==> src/rtl/rpb_pkg.sv <==
// Shared constants and types of the RGBA pixel blend pipeline.
package rpb_pkg;

  localparam int CH_W       = 8;
  localparam int NUM_CH     = 4;
  localparam int NUM_W      = 24;
  localparam int DEN_W      = 16;
  localparam int Q_W        = 8;
  localparam int REM_W      = NUM_W + 1;
  localparam int DSR_W      = DEN_W + 1;
  localparam int DIV_STAGES = 4;
  localparam int DIV_STEPS  = Q_W / DIV_STAGES;
  localparam int DIV_LAT    = DIV_STAGES + 1;

  localparam logic [2:0] MODE_ALPHA    = 3'd0;
  localparam logic [2:0] MODE_CLEAR    = 3'd1;
  localparam logic [2:0] MODE_SRC      = 3'd2;
  localparam logic [2:0] MODE_DST      = 3'd3;
  localparam logic [2:0] MODE_SRC_OVER = 3'd4;

  typedef logic [CH_W-1:0] chan_t;

  typedef struct packed {
    logic                    blend;
    logic                    a_zero;
    logic [NUM_CH-1:0][CH_W-1:0] byp;
  } side_t;

endpackage

==> src/rtl/rpb_div_lane.sv <==
// Pipelined restoring divider lane giving round-half-up of num / den.
module rpb_div_lane import rpb_pkg::*; (
  input  logic             clk,
  input  logic [NUM_W-1:0] num,
  input  logic [DEN_W-1:0] den,
  output logic [Q_W-1:0]   quot
);

  logic [REM_W-1:0] rem_r [0:DIV_STAGES];
  logic [DSR_W-1:0] dsr_r [0:DIV_STAGES];
  logic [Q_W-1:0]   q_r   [0:DIV_STAGES];

  // Rounding is folded into the operands: floor((2*num + den) / (2*den)).
  always_ff @(posedge clk) begin
    rem_r[0] <= {num, 1'b0} + REM_W'(den);
    dsr_r[0] <= {den, 1'b0};
    q_r[0]   <= '0;
  end

  // The quotient never exceeds 255 because num <= 255 * den, so eight
  // quotient bits cover every result.
  for (genvar st = 0; st < DIV_STAGES; st++) begin : g_stage
    logic [REM_W-1:0] rem_nxt;
    logic [Q_W-1:0]   q_nxt;

    always_comb begin
      logic [REM_W-1:0] shd;
      int               j;
      rem_nxt = rem_r[st];
      q_nxt   = q_r[st];
      for (int k = 0; k < DIV_STEPS; k++) begin
        j   = Q_W - 1 - st * DIV_STEPS - k;
        shd = REM_W'(dsr_r[st]) << j;
        if (rem_nxt >= shd) begin
          rem_nxt = rem_nxt - shd;
          q_nxt   = q_nxt | (Q_W'(1) << j);
        end
      end
    end

    always_ff @(posedge clk) begin
      rem_r[st+1] <= rem_nxt;
      dsr_r[st+1] <= dsr_r[st];
      q_r[st+1]   <= q_nxt;
    end
  end

  assign quot = q_r[DIV_STAGES];

endmodule

==> src/rtl/rgba_pixel_blend.sv <==
// Throughput: one request per clock; busy is low whenever reset is released.
// Nine register stages: input, weights, sums, a five-stage divider per colour
// (operand setup, then two quotient bits a stage) and the output register.
// Reset (synchronous, active low) clears the mode to alpha over and empties
// the pipeline; the receiver cannot stall, so results are never held back.
module rgba_pixel_blend import rpb_pkg::*; (
  input  logic       clk,
  input  logic       rst_n,
  input  logic       start,
  output logic       busy,
  input  logic [7:0] in_src_red,
  input  logic [7:0] in_src_green,
  input  logic [7:0] in_src_blue,
  input  logic [7:0] in_src_alpha,
  input  logic [7:0] in_dst_red,
  input  logic [7:0] in_dst_green,
  input  logic [7:0] in_dst_blue,
  input  logic [7:0] in_dst_alpha,
  output logic       out_valid,
  output logic [7:0] out_red,
  output logic [7:0] out_green,
  output logic [7:0] out_blue,
  output logic [7:0] out_alpha,
  input  logic       cfg_we,
  input  logic [2:0] cfg_blend_mode
);

  // The pipeline never stalls, so the only time a request is refused is
  // while reset is held.
  assign busy = ~rst_n;

  logic [2:0] mode_r;

  always_ff @(posedge clk) begin
    if (!rst_n) begin
      mode_r <= MODE_ALPHA;
    end else if (cfg_we) begin
      mode_r <= cfg_blend_mode;
    end
  end

  // Stage 1: register the request.
  logic  vld1_r;
  chan_t src1_r [0:NUM_CH-1];
  chan_t dst1_r [0:NUM_CH-1];

  always_ff @(posedge clk) begin
    if (!rst_n) begin
      vld1_r <= 1'b0;
    end else begin
      vld1_r <= start & ~busy;
    end
  end

  always_ff @(posedge clk) begin
    if (start && !busy) begin
      src1_r[0] <= in_src_red;
      src1_r[1] <= in_src_green;
      src1_r[2] <= in_src_blue;
      src1_r[3] <= in_src_alpha;
      dst1_r[0] <= in_dst_red;
      dst1_r[1] <= in_dst_green;
      dst1_r[2] <= in_dst_blue;
      dst1_r[3] <= in_dst_alpha;
    end
  end

  // Stage 2: source and destination weights, plus the mode decision.
  // The copy modes resolve here and their pixel rides along as a bypass.
  logic             vld2_r;
  logic [DEN_W-1:0] sw_r;
  logic [DEN_W-1:0] dw_r;
  chan_t            src2_r [0:2];
  chan_t            dst2_r [0:2];
  side_t            side2_r;
  side_t            side2_nxt;
  chan_t            inv_sa;

  always_comb begin
    side2_nxt        = '0;
    inv_sa           = 8'hFF - src1_r[3];
    case (mode_r)
      MODE_ALPHA, MODE_SRC_OVER: begin
        side2_nxt.blend = 1'b1;
      end
      MODE_CLEAR: begin
        side2_nxt.byp = '0;
      end
      MODE_SRC: begin
        for (int c = 0; c < NUM_CH; c++) begin
          side2_nxt.byp[c] = src1_r[c];
        end
      end
      default: begin
        // Keep destination, and the unused codes behave the same way.
        for (int c = 0; c < NUM_CH; c++) begin
          side2_nxt.byp[c] = dst1_r[c];
        end
      end
    endcase
  end

  always_ff @(posedge clk) begin
    if (!rst_n) begin
      vld2_r <= 1'b0;
    end else begin
      vld2_r <= vld1_r;
    end
  end

  always_ff @(posedge clk) begin
    sw_r    <= DEN_W'(src1_r[3]) * DEN_W'(255);
    dw_r    <= DEN_W'(dst1_r[3]) * DEN_W'(inv_sa);
    side2_r <= side2_nxt;
    for (int c = 0; c < 3; c++) begin
      src2_r[c] <= src1_r[c];
      dst2_r[c] <= dst1_r[c];
    end
  end

  // Stage 3: weighted colour sums and the combined alpha A. A is at most
  // 255 * 255, so sixteen bits hold it.
  logic             vld3_r;
  logic [NUM_W-1:0] num3_r [0:2];
  logic [DEN_W-1:0] a3_r;
  logic [DEN_W-1:0] a_nxt;
  side_t            side3_r;

  assign a_nxt = sw_r + dw_r;

  always_ff @(posedge clk) begin
    if (!rst_n) begin
      vld3_r <= 1'b0;
    end else begin
      vld3_r <= vld2_r;
    end
  end

  always_ff @(posedge clk) begin
    for (int c = 0; c < 3; c++) begin
      num3_r[c] <= NUM_W'(src2_r[c]) * NUM_W'(sw_r) + NUM_W'(dst2_r[c]) * NUM_W'(dw_r);
    end
    a3_r    <= a_nxt;
    side3_r <= {side2_r.blend, (a_nxt == '0), side2_r.byp};
  end

  // Divider lanes: the three colours divide by A.
  chan_t quot [0:NUM_CH-1];

  for (genvar c = 0; c < 3; c++) begin : g_col
    rpb_div_lane u_div (
      .clk  (clk),
      .num  (num3_r[c]),
      .den  (a3_r),
      .quot (quot[c])
    );
  end

  // Alpha is round(A / 255) with A at most 255 * 255. Adding 127 turns the
  // rounding into a floor, and below 65535 the floor of t / 255 equals
  // (t + 1 + (t >> 8)) >> 8. The result waits in a delay line as long as
  // the colour lanes take.
  logic [DEN_W-1:0] a_rnd;
  logic [DEN_W-1:0] a_fold;
  chan_t            alpha_dly_r [0:DIV_LAT-1];

  assign a_rnd  = a3_r + DEN_W'(127);
  assign a_fold = a_rnd + DEN_W'(1) + DEN_W'(a_rnd[DEN_W-1:8]);

  always_ff @(posedge clk) begin
    alpha_dly_r[0] <= a_fold[DEN_W-1:8];
    for (int i = 1; i < DIV_LAT; i++) begin
      alpha_dly_r[i] <= alpha_dly_r[i-1];
    end
  end

  assign quot[3] = alpha_dly_r[DIV_LAT-1];

  // Valid bits and sideband travel beside the divider stages.
  logic  vld_dly_r  [0:DIV_LAT-1];
  side_t side_dly_r [0:DIV_LAT-1];

  always_ff @(posedge clk) begin
    if (!rst_n) begin
      for (int i = 0; i < DIV_LAT; i++) begin
        vld_dly_r[i] <= 1'b0;
      end
    end else begin
      vld_dly_r[0] <= vld3_r;
      for (int i = 1; i < DIV_LAT; i++) begin
        vld_dly_r[i] <= vld_dly_r[i-1];
      end
    end
  end

  always_ff @(posedge clk) begin
    side_dly_r[0] <= side3_r;
    for (int i = 1; i < DIV_LAT; i++) begin
      side_dly_r[i] <= side_dly_r[i-1];
    end
  end

  // Output stage: pick the blended pixel, the zero pixel when both alphas
  // are zero, or the bypass pixel of the copy modes.
  side_t side_out;
  chan_t pix_nxt [0:NUM_CH-1];
  chan_t pix_r   [0:NUM_CH-1];
  logic  out_vld_r;

  assign side_out = side_dly_r[DIV_LAT-1];

  always_comb begin
    for (int c = 0; c < NUM_CH; c++) begin
      if (!side_out.blend) begin
        pix_nxt[c] = side_out.byp[c];
      end else if (side_out.a_zero) begin
        pix_nxt[c] = '0;
      end else begin
        pix_nxt[c] = quot[c];
      end
    end
  end

  always_ff @(posedge clk) begin
    if (!rst_n) begin
      out_vld_r <= 1'b0;
    end else begin
      out_vld_r <= vld_dly_r[DIV_LAT-1];
    end
  end

  always_ff @(posedge clk) begin
    for (int c = 0; c < NUM_CH; c++) begin
      pix_r[c] <= pix_nxt[c];
    end
  end

  assign out_valid = out_vld_r;
  assign out_red   = pix_r[0];
  assign out_green = pix_r[1];
  assign out_blue  = pix_r[2];
  assign out_alpha = pix_r[3];

endmodule

==> config.mk <==
export PLATFORM = sky130hd
export DESIGN_NAME = rgba_pixel_blend
export DESIGN_NICKNAME = d
export VERILOG_FILES = /design/src/rtl/rpb_pkg.sv /design/src/rtl/rpb_div_lane.sv /design/src/rtl/rgba_pixel_blend.sv
export SDC_FILE = /design/constraint.sdc
export NUM_CORES = 2
export LEC_CHECK = 0
export ABC_AREA = 0
export BUFFER_PORTS_ARGS = -buffer_cell sky130_fd_sc_hd__buf_2
export CAP_MARGIN = 30
export CORE_MARGIN = 10
export CORE_UTILIZATION = 61
export DETAILED_ROUTE_END_ITERATION = 8
export PLACE_DENSITY = 0.8
export SLEW_MARGIN = 10
export SYNTH_ARGS = -nofsm -noshare
export SYNTH_HDL_FRONTEND = slang
export SYNTH_SLANG_ARGS = --single-unit
==> constraint.sdc <==
create_clock -name clk -period 7.4 [get_ports clk]
set_input_delay 0.37 -clock clk [delete_from_list [all_inputs] [get_ports clk]]
set_output_delay 0.37 -clock clk [all_outputs]
set_load 0.01 [all_outputs]
# After elaboration in Yosys (flattened, before gate mapping)
# Memory sizes are Yosys's and may differ from the RTL's. A register that Yosys moved wholly into a read port is not among the register bits.
# Cells that the tools add are included.
# op_classes
multipliers	8
n_eq_ne	3
reduce_logical	6
muxes	67
addsub	35
order_cmp	24
shift	0
bitwise	7
div_mod_pow	0
# ops
cell	count
$mux 25	24
$mul 8x16->24	6
$mux 8	11
$add 25x16->25	3
$ge 25x17->1	3
$ge 25x18->1	3
$ge 25x19->1	3
$ge 25x20->1	3
$ge 25x21->1	3
$ge 25x22->1	3
$ge 25x23->1	3
$ge 25x24->1	3
$sub 25x17->25	3
$sub 25x18->25	3
$sub 25x19->25	3
$sub 25x20->25	3
$sub 25x21->25	3
$sub 25x22->25	3
$sub 25x23->25	3
$sub 25x24->25	3
$add 24x24->24	3
$pmux 32 s2	1
$mux 7	3
$mux 6	3
other kinds (24)	48
# word_totals
register_bits	121
memories	18
rom_bits	0
latchBits	0
mem_bits_rw	1181
wordCells	186
# memory_table
memory	depth	width	read_ports	rd_ports_with_merged_regs	write_ports	line	source
side_dly_r	5	34	5	0	5	rgba_pixel_blend.sv:181	side_t side_dly_r [0:DIV_LAT-1];
g_col[0].u_div.rem_r	5	25	4	0	5	rpb_div_lane.sv:9	logic [REM_W-1:0] rem_r [0:DIV_STAGES];
g_col[1].u_div.rem_r	5	25	4	0	5	rpb_div_lane.sv:9	
g_col[2].u_div.rem_r	5	25	4	0	5	rpb_div_lane.sv:9	
g_col[0].u_div.dsr_r	5	17	4	0	5	rpb_div_lane.sv:10	logic [DSR_W-1:0] dsr_r [0:DIV_STAGES];
g_col[1].u_div.dsr_r	5	17	4	0	5	rpb_div_lane.sv:10	
+12 memories	-	-	-	-	-	-	

# Logic depth before layout (Yosys ltp)
# An unclocked memory read counts as a cell.
# depth
ltp_word	5
depth_mapped	25

# By module
# A second synthesis with hierarchy kept.
# unflattened
cells_unflattened	8328
hier_area_um2	78129.9
# by_module_without_submodules
mod	area_each_um2	cells_each	n_inst	seq_area_each_um2
rgba_pixel_blend	41513.6	4054	1	11711.2
rpb_div_lane (g_col[0].u_div ...)	12171.7	1429	2	3603.5
rpb_div_lane (g_col[2].u_div)	12273.0	1416	1	3603.5

# Worst setup path before layout
# OpenSTA, ideal clock, no wires.
# synth_path
path_kind	register to register
from	memory src2_r[0][1] (netlist name)
to	memory num3_r[0][23]
period_less_slack_ns	6.164
setup_slack_ns	1.236
t_required_ns	7.286
setup_time_ns	0.114
stages_incl_launch_ff	21
t_arrival_ns	6.050
cell_sequence	dfxtp_1 clkbuf_1 nand2_1 fa_1 fa_1 inv_1 fa_1 fa_1 fa_1 fa_1 ha_1 a21o_1 a21oi_1 nor4b_1 o211ai_1 a31oi_1 a2111oi_0 o21a_1 o21ai_0 mux2i_1 a2111oi_0
# synth_lines
item	line	source
start: declaration	rgba_pixel_blend.sv:73	chan_t src2_r [0:2];
end: declaration	rgba_pixel_blend.sv:124	logic [NUM_W-1:0] num3_r [0:2];

==> key figures <==
Status
  • Status: finished, final reports clean

Layout
  • Final Non-Filler Cells: 9852
  • Area Growth Syn to Fin: 9.18%
  • Share of cells above drive strength 1: 7.47%
  • Layout net count: 9680

Placement
  • Placed insts: 9599
  • HPWL Detailed: 165000 µm
  • I/O Buffers: 104
  • Routability cong.: 0.979

Synth
  • Commonest cells post-synth: inv_1, dfxtp_1, nand2_1
  • Synth area leaders: dfxtp_1, fa_1, ha_1
  • Mapped Nets: 9469
  • Syn Inst Count: 7943
  • YS warnings: 0
  • Mean area per synthesized cell: 9.34 µm²
  • Sequential-to-total area share from yosys stat: 26.9%
  • Most frequent cell after synthesis: inv_1
  • Flops & latches, synth: 965
  • Cell taking the most area after synthesis: dfxtp_1
  • Post-synth top flop: dfxtp_1
  • Post-synth ARST share: 0%
  • Netlist cell types: 84
  • Post-Syn Area: 74200 µm²
  • Post-synth EDFFs: 64
  • Top cell type's share of synthesized area: 24.3%

Global routing
  • Largest net degree at the start of global routing: 65
  • GRT Overall Usage: 31.0%
  • Total grt overflow: 0
  • Initial antenna violation count: 15
  • First-pass GRT wire length: 333000 µm
  • Number of global-route vias before repair: 59700

Critical path
  • R2r endpoint: num3_r[0][70]$_DFF_P_
  • Critical Path End Type: flip-flop
  • Worst r2r path cells: 20
  • CP bufs+invs: 2
  • CP Class: reg2reg
  • CP required: 7.95 ns
  • Crit-path most repeated cell: fa_1
  • Delay-heaviest family, CP: adder cells
  • Worst Path Arrival: 7.69 ns
  • Crit path to: num3_r[0][70]$_DFF_P_
  • Worst Setup SP: sw_r[5]$_DFF_P_
  • Worst path depth: 20
  • Crit path largest cell delay: 0.76 ns
  • Reg2reg start: sw_r[5]$_DFF_P_
  • Startpoint Class: flip-flop
  • CP Cell Sequence: buf_4, nand2_1, fa_1, fa_1, inv_1, fa_1, fa_1, fa_1, fa_1, ha_1, a21oi_1, nor2b_1, o31a_1, o41ai_1, o2111ai_1, a31o_2, a21o_1, a21oi_1, a21oi_1, xor2_1
  • Worst Path Max Fanout: 13
  • Slowest stage cell on the critical path: dfxtp_1
  • R2r setup slk: 0.26 ns

Routing
  • Detailed Route WL: 214000 µm
  • Drt first pass iters: 6
  • Antenna-violating nets left: 0
  • Vias: 58000
  • Avg WL per Cell: 21.7 µm
  • DRC violations left: 0
  • Vias per cell: 5.89
  • DRC marker count from the first detailed-route iteration: 4736

Die
  • DIE HEIGHT: 369 µm
  • Core area: 120000 µm²
  • Die Width: 369 µm
  • Io pins: 105
  • Cell Rows: 127
  • Starting Density: 61.6%
  • Die area: 136000 µm²

Timing
  • Unrepaired setup endpoints after global routing: no
  • Worst-margin pin slew: 1.04 ns
  • Period utilization: 96.5%
  • Final min period: 7.14 ns
  • Setup Skew: 0.0446 ns
  • Hold WS: 0.0400 ns
  • TNS Setup: 0 ns
  • Final Hold Fails: 0
  • Max_slew headroom: 30.0%
  • Fmax: 140 MHz
  • Max-slew violations: 0
  • Final setup viols: 0

CTS
  • Clock Path Buffers: 3
  • Clock Latency Late Sink: 0.71 ns
  • Worst-path clk slew: 0.07 ns
  • Post-CTS Setup Bufs: 0
  • CTS tree: done
  • Htree depth: 3
  • CTS Root Cell: clkbuf_16
  • Clock sinks: 965
  • CTS Buf Count: 96

Hold path
  • HP Class: in2reg
  • Cells on Worst Hold Path: 3

Run
  • Max_cap viols: 0
## stage by stage
step	utilization, %	setup slack (ns)	area [µm²]
floorplan	-	1.24	74200
global placement	64.0	0.557	76900
detailed placement	64.0	0.375	76900
CTS	67.3	0.334	80900
global route	67.3	0.00141	80900
finish	67.3	0.260	81000
## per-layer routing
| metal | global-route usage, % | routed length, µm |
|---|---|---|
| met4 | 23.2 | 19700 |
| met1 | 35.6 | 79200 |
| met5 | 0 | 103 |
| met3 | 5.25 | 15000 |
| met2 | 51.9 | 100000 |
## layout make-up
cell class	count	area, µm²
timing repair buffer	298	2160
tap	1612	2020
fill	9290	39300
multi-input combinational	5707	49400
clock buffer	126	2690
antenna	6	15.0
inverter	1086	4080
clock inverter	52	614
sequential	965	20000
## how the worst min path moves through the flow
stage | start | end | slack, ns
after floorplan | alpha_dly_r[0][2]$_DFF_P_ | alpha_dly_r[0][10]$_DFF_P_ | 0.31
after CTS | cfg_we | mode_r[0]$_SDFFE_PN0P_ | 0.01
after global routing | cfg_we | mode_r[0]$_SDFFE_PN0P_ | 0.04
after detailed placement | alpha_dly_r[0][28]$_DFF_P_ | alpha_dly_r[0][36]$_DFF_P_ | 0.31
after global placement | side_dly_r[0][135]$_DFF_P_ | side_dly_r[0][169]$_DFF_P_ | 0.31
final | cfg_we | mode_r[0]$_SDFFE_PN0P_ | 0.04
## timing repair
action	CTS	global route
gates resized for setup	0	1
hold buffers	69	0
hold endpoints to repair	68	0
setup endpoints to repair	0	2
## sequential cells by signal, summed over array words and instances (netlist names), 3 cells and up
| signal | flops |
|---|---|
| sw_r | 16 |
| alpha_dly_r | 40 |
| dw_r | 16 |
| side_dly_r | 170 |
| side3_r | 34 |
| a3_r | 16 |
| num3_r | 72 |
| mode_r | 3 |
| dst2_r | 24 |
| g_col.u_div.dsr_r | 60 |
| g_col.u_div.rem_r | 292 |
| vld_dly_r | 5 |
| src2_r | 24 |
| pix_r | 32 |
| side2_r | 33 |
| g_col.u_div.q_r | 60 |
| src1_r | 32 |
| dst1_r | 32 |
## cells by family (layout without fill, tap and decap cells)
logic type | after synthesis | after routing | share of synthesized area, %
buf+inv | 1271 | 1562 | 6.48
xor+xnor | 453 | 453 | 5.35
flops | 965 | 965 | 26.9
other cells | 0 | 6 | 0
compound gates | 1320 | 1320 | 11.4
fa+ha+maj | 1455 | 1455 | 31.8
simple gates | 2272 | 2272 | 15.0
mux | 207 | 207 | 3.07
## layout by cell type (no fill, tap or decap), types with 104 or more instances in the layout
cell / count
nor3_1: 128
xnor2_1: 306
xor2_1: 147
inv_1: 1083
mux2_2: 159
dfxtp_1: 900
a21o_1: 159
buf_2: 104
and2_1: 393
nor2b_1: 107
nand2_1: 796
ha_1: 740
a21oi_1: 366
nor2_1: 357
fa_1: 715
buf_4: 124
nand3_1: 115
o21ai_0: 323
## worst min-delay path, cell delays in order
cell and delay [ns]:
buf_2 0.13, mux2i_1 0.10, nor2_1 0.09
Power is not shown: default switching activity piles up to over one toggle a cycle in this logic, so the estimate is an artifact.
